### config.mk
export PLATFORM = sky130hd
export DESIGN_NAME = masked_error_ratio_timescale_top
export DESIGN_NICKNAME = d
export VERILOG_FILES = /design/src/mert_pkg.sv /design/src/masked_error_ratio_timescale_top.sv /design/src/mert_front.sv /design/src/mert_queue.sv /design/src/mert_back.sv
export SDC_FILE = /design/constraint.sdc
export NUM_CORES = 2
export LEC_CHECK = 0
export BUFFER_PORTS_ARGS = -buffer_cell sky130_fd_sc_hd__buf_2
export CAP_MARGIN = 20
export CORE_ASPECT_RATIO = 0.8
export CORE_MARGIN = 2
export CORE_UTILIZATION = 55
export DETAILED_ROUTE_END_ITERATION = 12
export PLACE_DENSITY_LB_ADDON = 0.25
export SYNTH_ARGS = -nofsm -noshare
export SYNTH_HDL_FRONTEND = slang
export SYNTH_HIERARCHICAL = 1
export SYNTH_SLANG_ARGS = --single-unit
export TNS_END_PERCENT = 5
### constraint.sdc
create_clock -name clk -period 11.12 [get_ports clk]
set_clock_uncertainty 0.15 [all_clocks]
set_input_delay 1.668 -clock clk [delete_from_list [all_inputs] [get_ports clk]]
set_output_delay 1.668 -clock clk [all_outputs]
set_load 0.005 [all_outputs]
### src/mert_pkg.sv
package mert_pkg;

	localparam int SAMPLE_W   = 16;
	localparam int SUM_W      = 48;
	localparam int OUT_W      = 32;
	localparam int DIFF_W     = SAMPLE_W + 1;
	localparam int SQ_W       = 2 * DIFF_W;
	localparam int QUOT_W     = 2 * OUT_W;
	localparam int DIV_STEPS  = SUM_W + OUT_W;
	localparam int ROOT_STEPS = OUT_W;
	localparam int STEP_CNT_W = $clog2(DIV_STEPS);
	localparam int RREM_W     = OUT_W + 2;
	localparam int QUEUE_DEPTH = 2;

	localparam int CFG_IDX_W  = 1;
	localparam int CFG_DATA_W = 32;

	localparam logic [CFG_IDX_W-1:0] REG_USE_MASK       = CFG_IDX_W'(0);
	localparam logic [CFG_IDX_W-1:0] REG_TIME_SCALE_MIN = CFG_IDX_W'(1);

	localparam logic [OUT_W-1:0] TIME_SCALE_MIN_RST = OUT_W'(65536);
	localparam logic [OUT_W-1:0] OUT_MAX            = '1;
	localparam logic [SUM_W-1:0] SUM_MAX            = '1;

	typedef struct packed {
		logic [SUM_W-1:0] input_sum;
		logic [SUM_W-1:0] error_sum;
	} sums_t;

	typedef struct packed {
		logic empty;
		logic full;
		logic one_left;
	} q_status_t;

	typedef enum logic [1:0] {
		BK_IDLE,
		BK_DIV,
		BK_ROOT
	} bk_state_t;

endpackage

### src/masked_error_ratio_timescale_top.sv
// Masked error-ratio time scale. Issue one neuron per transaction with start
// while busy is low; the front end squares and accumulates at one transaction
// per clock while busy stays low. A transaction with last closes the layer:
// its sums go into a small queue and the back end computes sqrt(input/error)
// as Q16.16 with a one-bit-per-cycle divider followed by a two-bits-per-cycle
// root. A layer whose error sum is zero or whose ratio saturates skips the
// divider and the root. done strobes each result for one cycle and cannot be
// held off. The back end computes one layer at a time and pops another only
// when it is back in idle. busy rises only while the queue of finished layers
// is full or about to be filled, which takes a run of layers that close faster
// than the back end computes them; otherwise the block accepts a neuron every
// cycle.
module masked_error_ratio_timescale_top #(
	parameter int QUEUE_DEPTH = mert_pkg::QUEUE_DEPTH
) (
	input  logic                                  clk,
	input  logic                                  arst_n,
	input  logic                                  start,
	output logic                                  busy,
	input  logic signed [mert_pkg::SAMPLE_W-1:0]   exc_sample,
	input  logic signed [mert_pkg::SAMPLE_W-1:0]   inh_sample,
	input  logic                                  mask_on,
	input  logic                                  last,
	input  logic                                  cfg_we,
	input  logic [mert_pkg::CFG_IDX_W-1:0]         cfg_index,
	input  logic [mert_pkg::CFG_DATA_W-1:0]        cfg_wdata,
	output logic                                  done,
	output logic [mert_pkg::OUT_W-1:0]             time_scale,
	output logic                                  used_minimum
);

	logic                       use_mask_q;
	logic [mert_pkg::OUT_W-1:0] time_scale_min_q;
	logic                       push;
	logic                       pop;
	mert_pkg::sums_t            push_data;
	mert_pkg::sums_t            pop_data;
	mert_pkg::q_status_t        q_stat;

	always_ff @(posedge clk or negedge arst_n) begin
		if (!arst_n) begin
			use_mask_q       <= 1'b0;
			time_scale_min_q <= mert_pkg::TIME_SCALE_MIN_RST;
		end else if (cfg_we) begin
			unique case (cfg_index)
				mert_pkg::REG_USE_MASK:       use_mask_q <= cfg_wdata[0];
				mert_pkg::REG_TIME_SCALE_MIN: time_scale_min_q <= cfg_wdata[mert_pkg::OUT_W-1:0];
				default:                      use_mask_q <= use_mask_q;
			endcase
		end
	end

	mert_front u_front (
		.clk        (clk),
		.arst_n     (arst_n),
		.start      (start),
		.exc_sample (exc_sample),
		.inh_sample (inh_sample),
		.mask_on    (mask_on),
		.last       (last),
		.use_mask   (use_mask_q),
		.q_stat     (q_stat),
		.busy       (busy),
		.push       (push),
		.push_data  (push_data)
	);

	mert_queue #(
		.DEPTH (QUEUE_DEPTH)
	) u_queue (
		.clk       (clk),
		.arst_n    (arst_n),
		.push      (push),
		.push_data (push_data),
		.pop       (pop),
		.pop_data  (pop_data),
		.q_stat    (q_stat)
	);

	mert_back u_back (
		.clk            (clk),
		.arst_n         (arst_n),
		.pop_data       (pop_data),
		.q_stat         (q_stat),
		.time_scale_min (time_scale_min_q),
		.pop            (pop),
		.done           (done),
		.time_scale     (time_scale),
		.used_minimum   (used_minimum)
	);

endmodule

### src/mert_front.sv
module mert_front (
	input  logic                                clk,
	input  logic                                arst_n,
	input  logic                                start,
	input  logic signed [mert_pkg::SAMPLE_W-1:0] exc_sample,
	input  logic signed [mert_pkg::SAMPLE_W-1:0] inh_sample,
	input  logic                                mask_on,
	input  logic                                last,
	input  logic                                use_mask,
	input  mert_pkg::q_status_t                 q_stat,
	output logic                                busy,
	output logic                                push,
	output mert_pkg::sums_t                     push_data
);

	logic                              accept;
	logic                              take;
	logic signed [mert_pkg::DIFF_W-1:0] exc_x;
	logic signed [mert_pkg::DIFF_W-1:0] inh_x;
	logic signed [mert_pkg::DIFF_W-1:0] diff;
	logic [mert_pkg::DIFF_W-1:0]        diff_abs;
	logic [mert_pkg::DIFF_W-1:0]        exc_abs;
	logic [mert_pkg::SQ_W-1:0]          err_sq;
	logic [mert_pkg::SQ_W-1:0]          in_sq;

	logic                              vld_s1;
	logic                              last_s1;
	logic [mert_pkg::SQ_W-1:0]          err_sq_s1;
	logic [mert_pkg::SQ_W-1:0]          in_sq_s1;

	logic [mert_pkg::SUM_W-1:0]         error_sum_q;
	logic [mert_pkg::SUM_W-1:0]         input_sum_q;
	logic [mert_pkg::SUM_W:0]           err_add;
	logic [mert_pkg::SUM_W:0]           in_add;
	logic [mert_pkg::SUM_W-1:0]         err_new;
	logic [mert_pkg::SUM_W-1:0]         in_new;

	assign busy   = q_stat.full || (q_stat.one_left && vld_s1 && last_s1);
	assign accept = start && !busy;
	assign take   = !(use_mask && !mask_on);

	assign exc_x    = {exc_sample[mert_pkg::SAMPLE_W-1], exc_sample};
	assign inh_x    = {inh_sample[mert_pkg::SAMPLE_W-1], inh_sample};
	assign diff     = exc_x - inh_x;
	assign diff_abs = diff[mert_pkg::DIFF_W-1] ? -diff : diff;
	assign exc_abs  = exc_x[mert_pkg::DIFF_W-1] ? -exc_x : exc_x;
	assign err_sq   = diff_abs * diff_abs;
	assign in_sq    = exc_abs * exc_abs;

	always_ff @(posedge clk or negedge arst_n) begin
		if (!arst_n) begin
			vld_s1  <= 1'b0;
			last_s1 <= 1'b0;
		end else begin
			vld_s1  <= accept;
			last_s1 <= accept && last;
		end
	end

	always_ff @(posedge clk) begin
		if (accept) begin
			err_sq_s1 <= take ? err_sq : '0;
			in_sq_s1  <= take ? in_sq : '0;
		end
	end

	assign err_add = {1'b0, error_sum_q} + (mert_pkg::SUM_W + 1)'(err_sq_s1);
	assign in_add  = {1'b0, input_sum_q} + (mert_pkg::SUM_W + 1)'(in_sq_s1);
	assign err_new = err_add[mert_pkg::SUM_W] ? mert_pkg::SUM_MAX
		: err_add[mert_pkg::SUM_W-1:0];
	assign in_new  = in_add[mert_pkg::SUM_W] ? mert_pkg::SUM_MAX
		: in_add[mert_pkg::SUM_W-1:0];

	always_ff @(posedge clk or negedge arst_n) begin
		if (!arst_n) begin
			error_sum_q <= '0;
			input_sum_q <= '0;
		end else if (vld_s1) begin
			if (last_s1) begin
				error_sum_q <= '0;
				input_sum_q <= '0;
			end else begin
				error_sum_q <= err_new;
				input_sum_q <= in_new;
			end
		end
	end

	assign push                = vld_s1 && last_s1;
	assign push_data.input_sum = in_new;
	assign push_data.error_sum = err_new;

endmodule

### src/mert_queue.sv
module mert_queue #(
	parameter int DEPTH = mert_pkg::QUEUE_DEPTH
) (
	input  logic                clk,
	input  logic                arst_n,
	input  logic                push,
	input  mert_pkg::sums_t     push_data,
	input  logic                pop,
	output mert_pkg::sums_t     pop_data,
	output mert_pkg::q_status_t q_stat
);

	localparam int PTR_W = $clog2(DEPTH);
	localparam int CNT_W = $clog2(DEPTH + 1);

	mert_pkg::sums_t    mem_q [DEPTH];
	logic [PTR_W-1:0]   wr_ptr_q;
	logic [PTR_W-1:0]   rd_ptr_q;
	logic [CNT_W-1:0]   count_q;
	logic               do_pop;

	assign do_pop = pop && (count_q != '0);

	always_ff @(posedge clk) begin
		if (push) begin
			mem_q[wr_ptr_q] <= push_data;
		end
	end

	always_ff @(posedge clk or negedge arst_n) begin
		if (!arst_n) begin
			wr_ptr_q <= '0;
			rd_ptr_q <= '0;
			count_q  <= '0;
		end else begin
			if (push) begin
				wr_ptr_q <= (wr_ptr_q == PTR_W'(DEPTH - 1)) ? '0 : wr_ptr_q + 1'b1;
			end
			if (do_pop) begin
				rd_ptr_q <= (rd_ptr_q == PTR_W'(DEPTH - 1)) ? '0 : rd_ptr_q + 1'b1;
			end
			if (push && !do_pop) begin
				count_q <= count_q + 1'b1;
			end else if (!push && do_pop) begin
				count_q <= count_q - 1'b1;
			end
		end
	end

	assign pop_data        = mem_q[rd_ptr_q];
	assign q_stat.empty    = (count_q == '0);
	assign q_stat.full     = (count_q == CNT_W'(DEPTH));
	assign q_stat.one_left = (count_q == CNT_W'(DEPTH - 1));

endmodule

### src/mert_back.sv
module mert_back (
	input  logic                      clk,
	input  logic                      arst_n,
	input  mert_pkg::sums_t           pop_data,
	input  mert_pkg::q_status_t       q_stat,
	input  logic [mert_pkg::OUT_W-1:0] time_scale_min,
	output logic                      pop,
	output logic                      done,
	output logic [mert_pkg::OUT_W-1:0] time_scale,
	output logic                      used_minimum
);

	localparam int HEAD_W = mert_pkg::SUM_W - mert_pkg::OUT_W;

	mert_pkg::bk_state_t state_q, state_nx;

	logic [mert_pkg::SUM_W-1:0]      num_q;
	logic [mert_pkg::SUM_W-1:0]      den_q;
	logic [mert_pkg::SUM_W-1:0]      rem_q;
	logic [mert_pkg::QUOT_W-1:0]     q_q;
	logic [mert_pkg::RREM_W-1:0]     rrem_q;
	logic [mert_pkg::OUT_W-1:0]      root_q;
	logic [mert_pkg::STEP_CNT_W-1:0] cnt_q;
	logic                            done_q;
	logic [mert_pkg::OUT_W-1:0]      time_scale_q;
	logic                            used_min_q;

	logic                            zero_den;
	logic                            ovf;
	logic                            last_div;
	logic                            last_root;

	logic                            emit_min;
	logic                            emit_max;
	logic                            load;
	logic                            div_step;
	logic                            root_step;
	logic                            emit_root;

	logic [mert_pkg::SUM_W:0]        trial;
	logic                            ge;
	logic [mert_pkg::SUM_W:0]        rem_nx;
	logic [mert_pkg::QUOT_W-1:0]     q_nx;
	logic [mert_pkg::RREM_W+1:0]     rsh;
	logic [mert_pkg::RREM_W+1:0]     rtrial;
	logic                            rge;
	logic [mert_pkg::RREM_W+1:0]     rrem_nx;
	logic [mert_pkg::OUT_W-1:0]      root_nx;

	assign zero_den  = (pop_data.error_sum == '0);
	// quotient would reach 2^64: input >= error * 2^32
	assign ovf       = (pop_data.error_sum[mert_pkg::SUM_W-1 -: mert_pkg::OUT_W] == '0)
		&& (pop_data.input_sum >= {pop_data.error_sum[HEAD_W-1:0],
			{mert_pkg::OUT_W{1'b0}}});
	assign last_div  = (cnt_q == mert_pkg::STEP_CNT_W'(mert_pkg::DIV_STEPS - 1));
	assign last_root = (cnt_q == mert_pkg::STEP_CNT_W'(mert_pkg::ROOT_STEPS - 1));

	always_comb begin
		state_nx = state_q;
		unique case (state_q)
			mert_pkg::BK_IDLE: begin
				if (!q_stat.empty && !zero_den && !ovf) begin
					state_nx = mert_pkg::BK_DIV;
				end
			end
			mert_pkg::BK_DIV: begin
				if (last_div) begin
					state_nx = mert_pkg::BK_ROOT;
				end
			end
			mert_pkg::BK_ROOT: begin
				if (last_root) begin
					state_nx = mert_pkg::BK_IDLE;
				end
			end
			default: state_nx = mert_pkg::BK_IDLE;
		endcase
	end

	always_comb begin
		pop       = 1'b0;
		emit_min  = 1'b0;
		emit_max  = 1'b0;
		load      = 1'b0;
		div_step  = 1'b0;
		root_step = 1'b0;
		emit_root = 1'b0;
		unique case (state_q)
			mert_pkg::BK_IDLE: begin
				if (!q_stat.empty) begin
					pop = 1'b1;
					priority if (zero_den) begin
						emit_min = 1'b1;
					end else if (ovf) begin
						emit_max = 1'b1;
					end else begin
						load = 1'b1;
					end
				end
			end
			mert_pkg::BK_DIV: begin
				div_step = 1'b1;
			end
			mert_pkg::BK_ROOT: begin
				root_step = 1'b1;
				emit_root = last_root;
			end
			default: begin
				pop = 1'b0;
			end
		endcase
	end

	// restoring divide: input_sum * 2^32 / error_sum, one quotient bit per cycle
	assign trial  = {rem_q, num_q[mert_pkg::SUM_W-1]};
	assign ge     = (trial >= {1'b0, den_q});
	assign rem_nx = ge ? trial - {1'b0, den_q} : trial;
	assign q_nx   = {q_q[mert_pkg::QUOT_W-2:0], ge};

	// digit-by-digit square root, two radicand bits per cycle
	assign rsh     = {rrem_q, q_q[mert_pkg::QUOT_W-1 -: 2]};
	assign rtrial  = (mert_pkg::RREM_W + 2)'({root_q, 2'b01});
	assign rge     = (rsh >= rtrial);
	assign rrem_nx = rge ? rsh - rtrial : rsh;
	assign root_nx = {root_q[mert_pkg::OUT_W-2:0], rge};

	always_ff @(posedge clk or negedge arst_n) begin
		if (!arst_n) begin
			state_q <= mert_pkg::BK_IDLE;
			cnt_q   <= '0;
		end else begin
			state_q <= state_nx;
			if (load || (div_step && last_div) || (root_step && last_root)) begin
				cnt_q <= '0;
			end else if (div_step || root_step) begin
				cnt_q <= cnt_q + 1'b1;
			end
		end
	end

	always_ff @(posedge clk) begin
		if (load) begin
			num_q <= pop_data.input_sum;
			den_q <= pop_data.error_sum;
			rem_q <= '0;
			q_q   <= '0;
		end else if (div_step) begin
			num_q  <= {num_q[mert_pkg::SUM_W-2:0], 1'b0};
			rem_q  <= rem_nx[mert_pkg::SUM_W-1:0];
			q_q    <= q_nx;
			rrem_q <= '0;
			root_q <= '0;
		end else if (root_step) begin
			q_q    <= {q_q[mert_pkg::QUOT_W-3:0], 2'b00};
			rrem_q <= rrem_nx[mert_pkg::RREM_W-1:0];
			root_q <= root_nx;
		end
	end

	always_ff @(posedge clk or negedge arst_n) begin
		if (!arst_n) begin
			done_q       <= 1'b0;
			time_scale_q <= '0;
			used_min_q   <= 1'b0;
		end else begin
			done_q     <= emit_min || emit_max || emit_root;
			used_min_q <= emit_min;
			priority if (emit_min) begin
				time_scale_q <= time_scale_min;
			end else if (emit_max) begin
				time_scale_q <= mert_pkg::OUT_MAX;
			end else if (emit_root) begin
				time_scale_q <= root_nx;
			end else begin
				time_scale_q <= '0;
			end
		end
	end

	assign done         = done_q;
	assign time_scale   = time_scale_q;
	assign used_minimum = used_min_q;

endmodule

* Word level (Yosys, flattened, before mapping)
Memories as Yosys holds them, arrays and structs flattened.
Cells that the tools add are included.
** Storage, ports and cells
- RAM bits :: 192
- Flip-flop bits (word level) :: 520
- Word-level logic and storage cells :: 136
- Memories kept :: 1
- Output and inout port bits :: 35
- Bits of input ports :: 71
** Memories
- u_queue.mem_q :: words 2, width 96, read ports 1, clocked after Yosys merged registers in 0, wr ports 1, line mert_queue.sv:16 : mert_pkg::sums_t mem_q [DEPTH];
** Operators by class
- Multipliers :: 2
- Muxes and demuxes :: 45
- Reductions and logical operators :: 40
- Add/sub/neg operators :: 12
- Magnitude comparators :: 3
- Eq/ne operators :: 9
- Bitwise gates (word level) :: 2
** Operator list (number)
- $mux 48 :: 7
- $mux 32 :: 4
- $mux 64 :: 2
- $add 48x34->49 :: 2
- $mul 17x17->34 :: 2
- $mux 34 :: 2
- $ge 49x48->1 :: 1
- $ge 48x48->1 :: 1
- $logic_not 48->1 :: 1
- $sub 48x48->48 :: 1
- $ge 36x34->1 :: 1
- $mux 17 :: 2
- $sub 34x34->34 :: 1
- $logic_not 32->1 :: 1
- $mux 1 :: 20
- $neg 16->17 :: 1
- $neg 17->17 :: 1
- $sub 16x16->17 :: 1
- $logic_and 1x1->1 :: 14
- $mux 7 :: 2
- $mux 2 :: 5
- $reduce_bool 2->1 :: 5
- $add 7x1->7 const B :: 1
- $eq 7x5->1 const B :: 1
- other kinds (14) :: 34

* Logic depth before layout (Yosys ltp)
An unclocked memory read counts as a cell.
- Depth in word-level cells :: 10
- Gate-level depth with buffers :: 36
- Depth with buffers taken out :: 35

* By module
Netlist, hierarchy kept.
** By module, submodules not included
- mert_front :: area each 27462.6 um^2, cells each 3033, instances 1
- mert_back :: area each 18725.5 um^2, cells each 1940, instances 1
- mert_queue :: area each 7265.7 um^2, cells each 318, instances 1
- masked_error_ratio_timescale_top :: area each 1388.8 um^2, cells each 71, instances 1

* Least setup slack after synthesis
Ideal clock, no wire load.
- Path type :: input-to-reg
- From :: in exc_sample[0] (netlist name)
- To :: reg u_front/err_sq_s1[32] (netlist name), data pin
- Cell stages on the path :: 32
- Slack :: 1.067 ns
- Buffers on the path :: 0
- Required time :: 10.714 ns
- Data arrival time :: 9.647 ns
- Cells stage by stage :: inv_1 ha_1 fa_1 nor2b_2 o31ai_4 a31oi_1 a311o_1 a41o_1 nor2_1 xnor2_1 clkinv_1 nand2_1 inv_1 fa_1 inv_1 fa_1 fa_1 inv_1 fa_1 fa_1 inv_1 fa_1 inv_1 ha_1 a21oi_1 o21ai_0 nor3_1 a21oi_1 a221o_1 a311oi_1 o211ai_1 a31o_2
** Between the ends
- Longest elaborated chain between the ends :: 4
** RTL lines
- from (decl) :: line masked_error_ratio_timescale_top.sv:20 : input logic signed [mert_pkg::SAMPLE_W-1:0] exc_sample,
- $sub 16x16->17 (*) :: line mert_front.sv:44 : assign diff = exc_x - inh_x;
- $neg 17->17 :: line mert_front.sv:45 : assign diff_abs = diff[mert_pkg::DIFF_W-1] ? -diff : diff;
- $mux 17 (*) :: line mert_front.sv:45
- $mul 17x17->34 (*) :: line mert_front.sv:47 : assign err_sq = diff_abs * diff_abs;
- to (signal assigned) :: line mert_front.sv:62 : err_sq_s1 <= take ? err_sq : '0;
- to (decl) :: line mert_front.sv:28 : logic [mert_pkg::SQ_W-1:0] err_sq_s1;
Every way passes the cells marked *; elsewhere a longest branch is shown, timed or not.
A chain may end at the register's enable or synchronous reset.

* Worst setup path in the final report
- From :: in exc_sample[0] (netlist name)
- To :: reg u_front/err_sq_s1[33] (netlist name), data pin
Same word-level chain as after synthesis.

==> results.sh <==
export IMPL_status="finished clean"
export IMPL_cts_tree="done"
export IMPL_drt_initial_drc_count=3138
export IMPL_cts_root_buf="clkbuf_16"
export IMPL_layout_nets=6301
export IMPL_postCtsSetupBuffers=0
export IMPL_io_pins=106
export IMPL_fin_crit_sh_pct=93.8
export IMPL_ys_ff_latch=710
export IMPL_crit_fanout=10
export IMPL_grt_overflow=0
export IMPL_slowest_delay_ps=580
export IMPL_grt_antenna_before_repair=1
export IMPL_multi_input_area_um2=32200
export IMPL_drv_slew=0
export IMPL_clock_latency_ps=630
export IMPL_portBuffers=105
export IMPL_syn_area_per_cell_um2=10.2
export IMPL_seq_area_um2=19300
export IMPL_worstPathRequired_ps=11400
export IMPL_tightest_slew_ps=1140
export IMPL_cts_num_sinks=710
export IMPL_crit_arrival_ps=10700
export IMPL_worst_setup_path_type="in2reg"
export IMPL_die_w_um=357
export IMPL_hpwl_um=91400
export IMPL_drt_total_wl_um=123000
export IMPL_synth_top_area_share_pct=23.0
export IMPL_start_util_pct=55.6
export IMPL_vias=39000
export IMPL_dieArea_um2=102000
export IMPL_clockBufferDepth=3
export IMPL_grt_start_max_net_pins=121
export IMPL_cts_made_buffers=77
export IMPL_cp_end_kind="flip-flop"
export IMPL_area_delta_synth_final_pct=8.48
export IMPL_cpMostUsedCell="fa_1"
export IMPL_grt_pass1_wl_um=201000
export IMPL_drv_cap=0
export IMPL_synth_cells=5362
export IMPL_cts_hold_buf=0
export IMPL_fp_row_count=103
export IMPL_place_gp_congestion=0.927
export IMPL_max_slew_margin_pct=23.0
export IMPL_min_path_type="reg2reg"
export IMPL_synthArstFlopShare_pct=25.1
export IMPL_ys_seq_area_share_pct=35.2
export IMPL_ys_top_cells_by_area="edfxtp_1 23%, fa_1 14%, ha_1 9.1%"
export IMPL_viasPerCell=5.71
export IMPL_rsz0062_at_grt="no"
export IMPL_grt_use_total_pct=24.1
export IMPL_synth_top_area_cell="edfxtp_1"
export IMPL_crit_path_start_kind="primary input"
export IMPL_cts_resized=0
export IMPL_diodes=0
export IMPL_htree_levels=3
export IMPL_synth_distinct_cells=118
export IMPL_post_place_ws_ps=198
export IMPL_setup_viol=0
export IMPL_synth_edf_count=420
export IMPL_ys_flop_type="edfxtp_1"
export IMPL_wl_per_cell_um=18.0
export IMPL_clk_pin_slew_ps=60
export IMPL_detail_route_antenna_nets=0
export IMPL_period_minus_slack_ps=10430
export IMPL_dr_pass1_iters=5
export IMPL_die_y_um=286
export IMPL_fin_setup_tns_ps=0
export IMPL_max_freq_mhz=95.9
export IMPL_core_area_um2=98700
export IMPL_grt_pass1_vias=38400
export IMPL_yosys_warnings=6
export IMPL_fin_ws_ps=694
export IMPL_critical_path_slowest_cell="or4_4"
export IMPL_drive_above_1_share_pct=11.1
export IMPL_hold_viol=0
export IMPL_fill_cells=8284
export IMPL_drcViolationCount=0
export IMPL_synth_area_um2=54800
-- logic make-up after synthesis --
group / synth area share [%]
flops: 35.2
mux: 5.91
fa+ha+maj: 23.2
compound gates: 13.9
xor+xnor: 3.81
other cells: 0.0137
simple gates: 11.5
buf+inv: 6.54
-- state kept, by name, summed over array words and instances, names as in the netlist, 2 cells and up --
name and count:
u_queue/mem_q 192, u_back/q_q 64, u_back/den_q 48, u_back/num_q 48
u_back/rem_q 48, u_front/error_sum_q 48, u_front/input_sum_q 48, u_back/rrem_q 34
u_front/err_sq_s1 33, u_front/in_sq_s1 33, time_scale_min_q 32, u_back/root_q 32
u_back/time_scale 32, u_back/cnt_q 7, u_back/state_q 2, u_queue/count_q 2
-- metrics by stage --
step	hold WS (ps)	utilization [%]	std cells	instance area (um^2)
final	342	60.3	6822	59500
after global routing	365	60.3	6822	59500
after CTS	343	60.2	6821	59500
after detailed placement	333	57.5	6678	56800
after global placement	326	57.5	6677	56800
after floorplan	303	-	5408	55000
-- worst max-delay path: cells and delay by family --
family                     cells  cell delay (ps)
adders and majority gates      9             4020
AOI/OAI and AO/OA              7             1780
and+or+nand+nor                7             1760
xor gates and xnor gates       2              830
buffers and inverters          6              400
muxes                          1              200
-- cell type report --
| class | count | share of cell area (%) |
|---|---|---|
| well taps | 1312 | 2.76 |
| repair buffers | 170 | 1.76 |
| clock buffers | 99 | 3.64 |
| flip-flops and latches | 710 | 32.5 |
| multi-input cells | 3799 | 54.2 |
| clock inverters | 44 | 0.860 |
| inverters | 688 | 4.34 |
-- layout by cell type, fill, tap and decap left out, types with 35 or more instances in the layout --
cell type	n
and3_1	48
a21o_1	121
nand2_1	427
inv_1	669
mux2_4	60
a22o_1	59
nor3_1	66
mux2i_1	100
nand3_1	51
o21bai_1	35
fa_1	385
a21oi_1	292
dfxtp_1	112
xor2_1	105
conb_1	48
o21a_1	51
edfxtp_1	420
a211oi_1	99
clkbuf_16	80
buf_2	104
ha_1	397
xnor2_1	126
nor2_1	474
mux2_2	119
o21ai_0	130
buf_4	63
nand4_1	50
nand2b_1	49
a31oi_1	41
dfrtp_1	175
-- metal layers --
metal	wire length (um)	vias up	GRT usage, %
met2	53600	1163	36.8
met3	7880	143	3.61
met1	59200	18900	36.6
li1	-	18700	-
met5	0	-	0
met4	2000	0	4.56
-- worst paths after layout --
kind	slack, ps	cells after the start	end	start
setup / recovery	690	32	u_front/err_sq_s1[33]	exc_sample[0]
min in group asynchronous	900	1	time_scale_min_q[30]	arst_n
hold / removal	340	2	u_back/q_q[1]	u_back/q_q[0]
hold reg to reg	340	2	u_back/q_q[1]	u_back/q_q[0]
setup reg to reg	4730	14	u_back/num_q[35]	u_queue/rd_ptr_q
max in group asynchronous	7930	3	u_front/vld_s1	arst_n
-- synthesized netlist by cell type (100+ instances only) --
cell type    n
mux2_2     119
o21ai_0    131
nand2_1    427
a21oi_1    292
dfrtp_1    177
fa_1       385
inv_1      670
mux2i_1    100
xor2_1     105
clkbuf_1   161
a21o_1     121
xnor2_1    126
dfxtp_1    112
nor2_1     475
edfxtp_1   420
ha_1       399
Power is left out: the tool's default activity adds up to more than one toggle a clock period on the data nets, which glitch-free logic cannot reach.
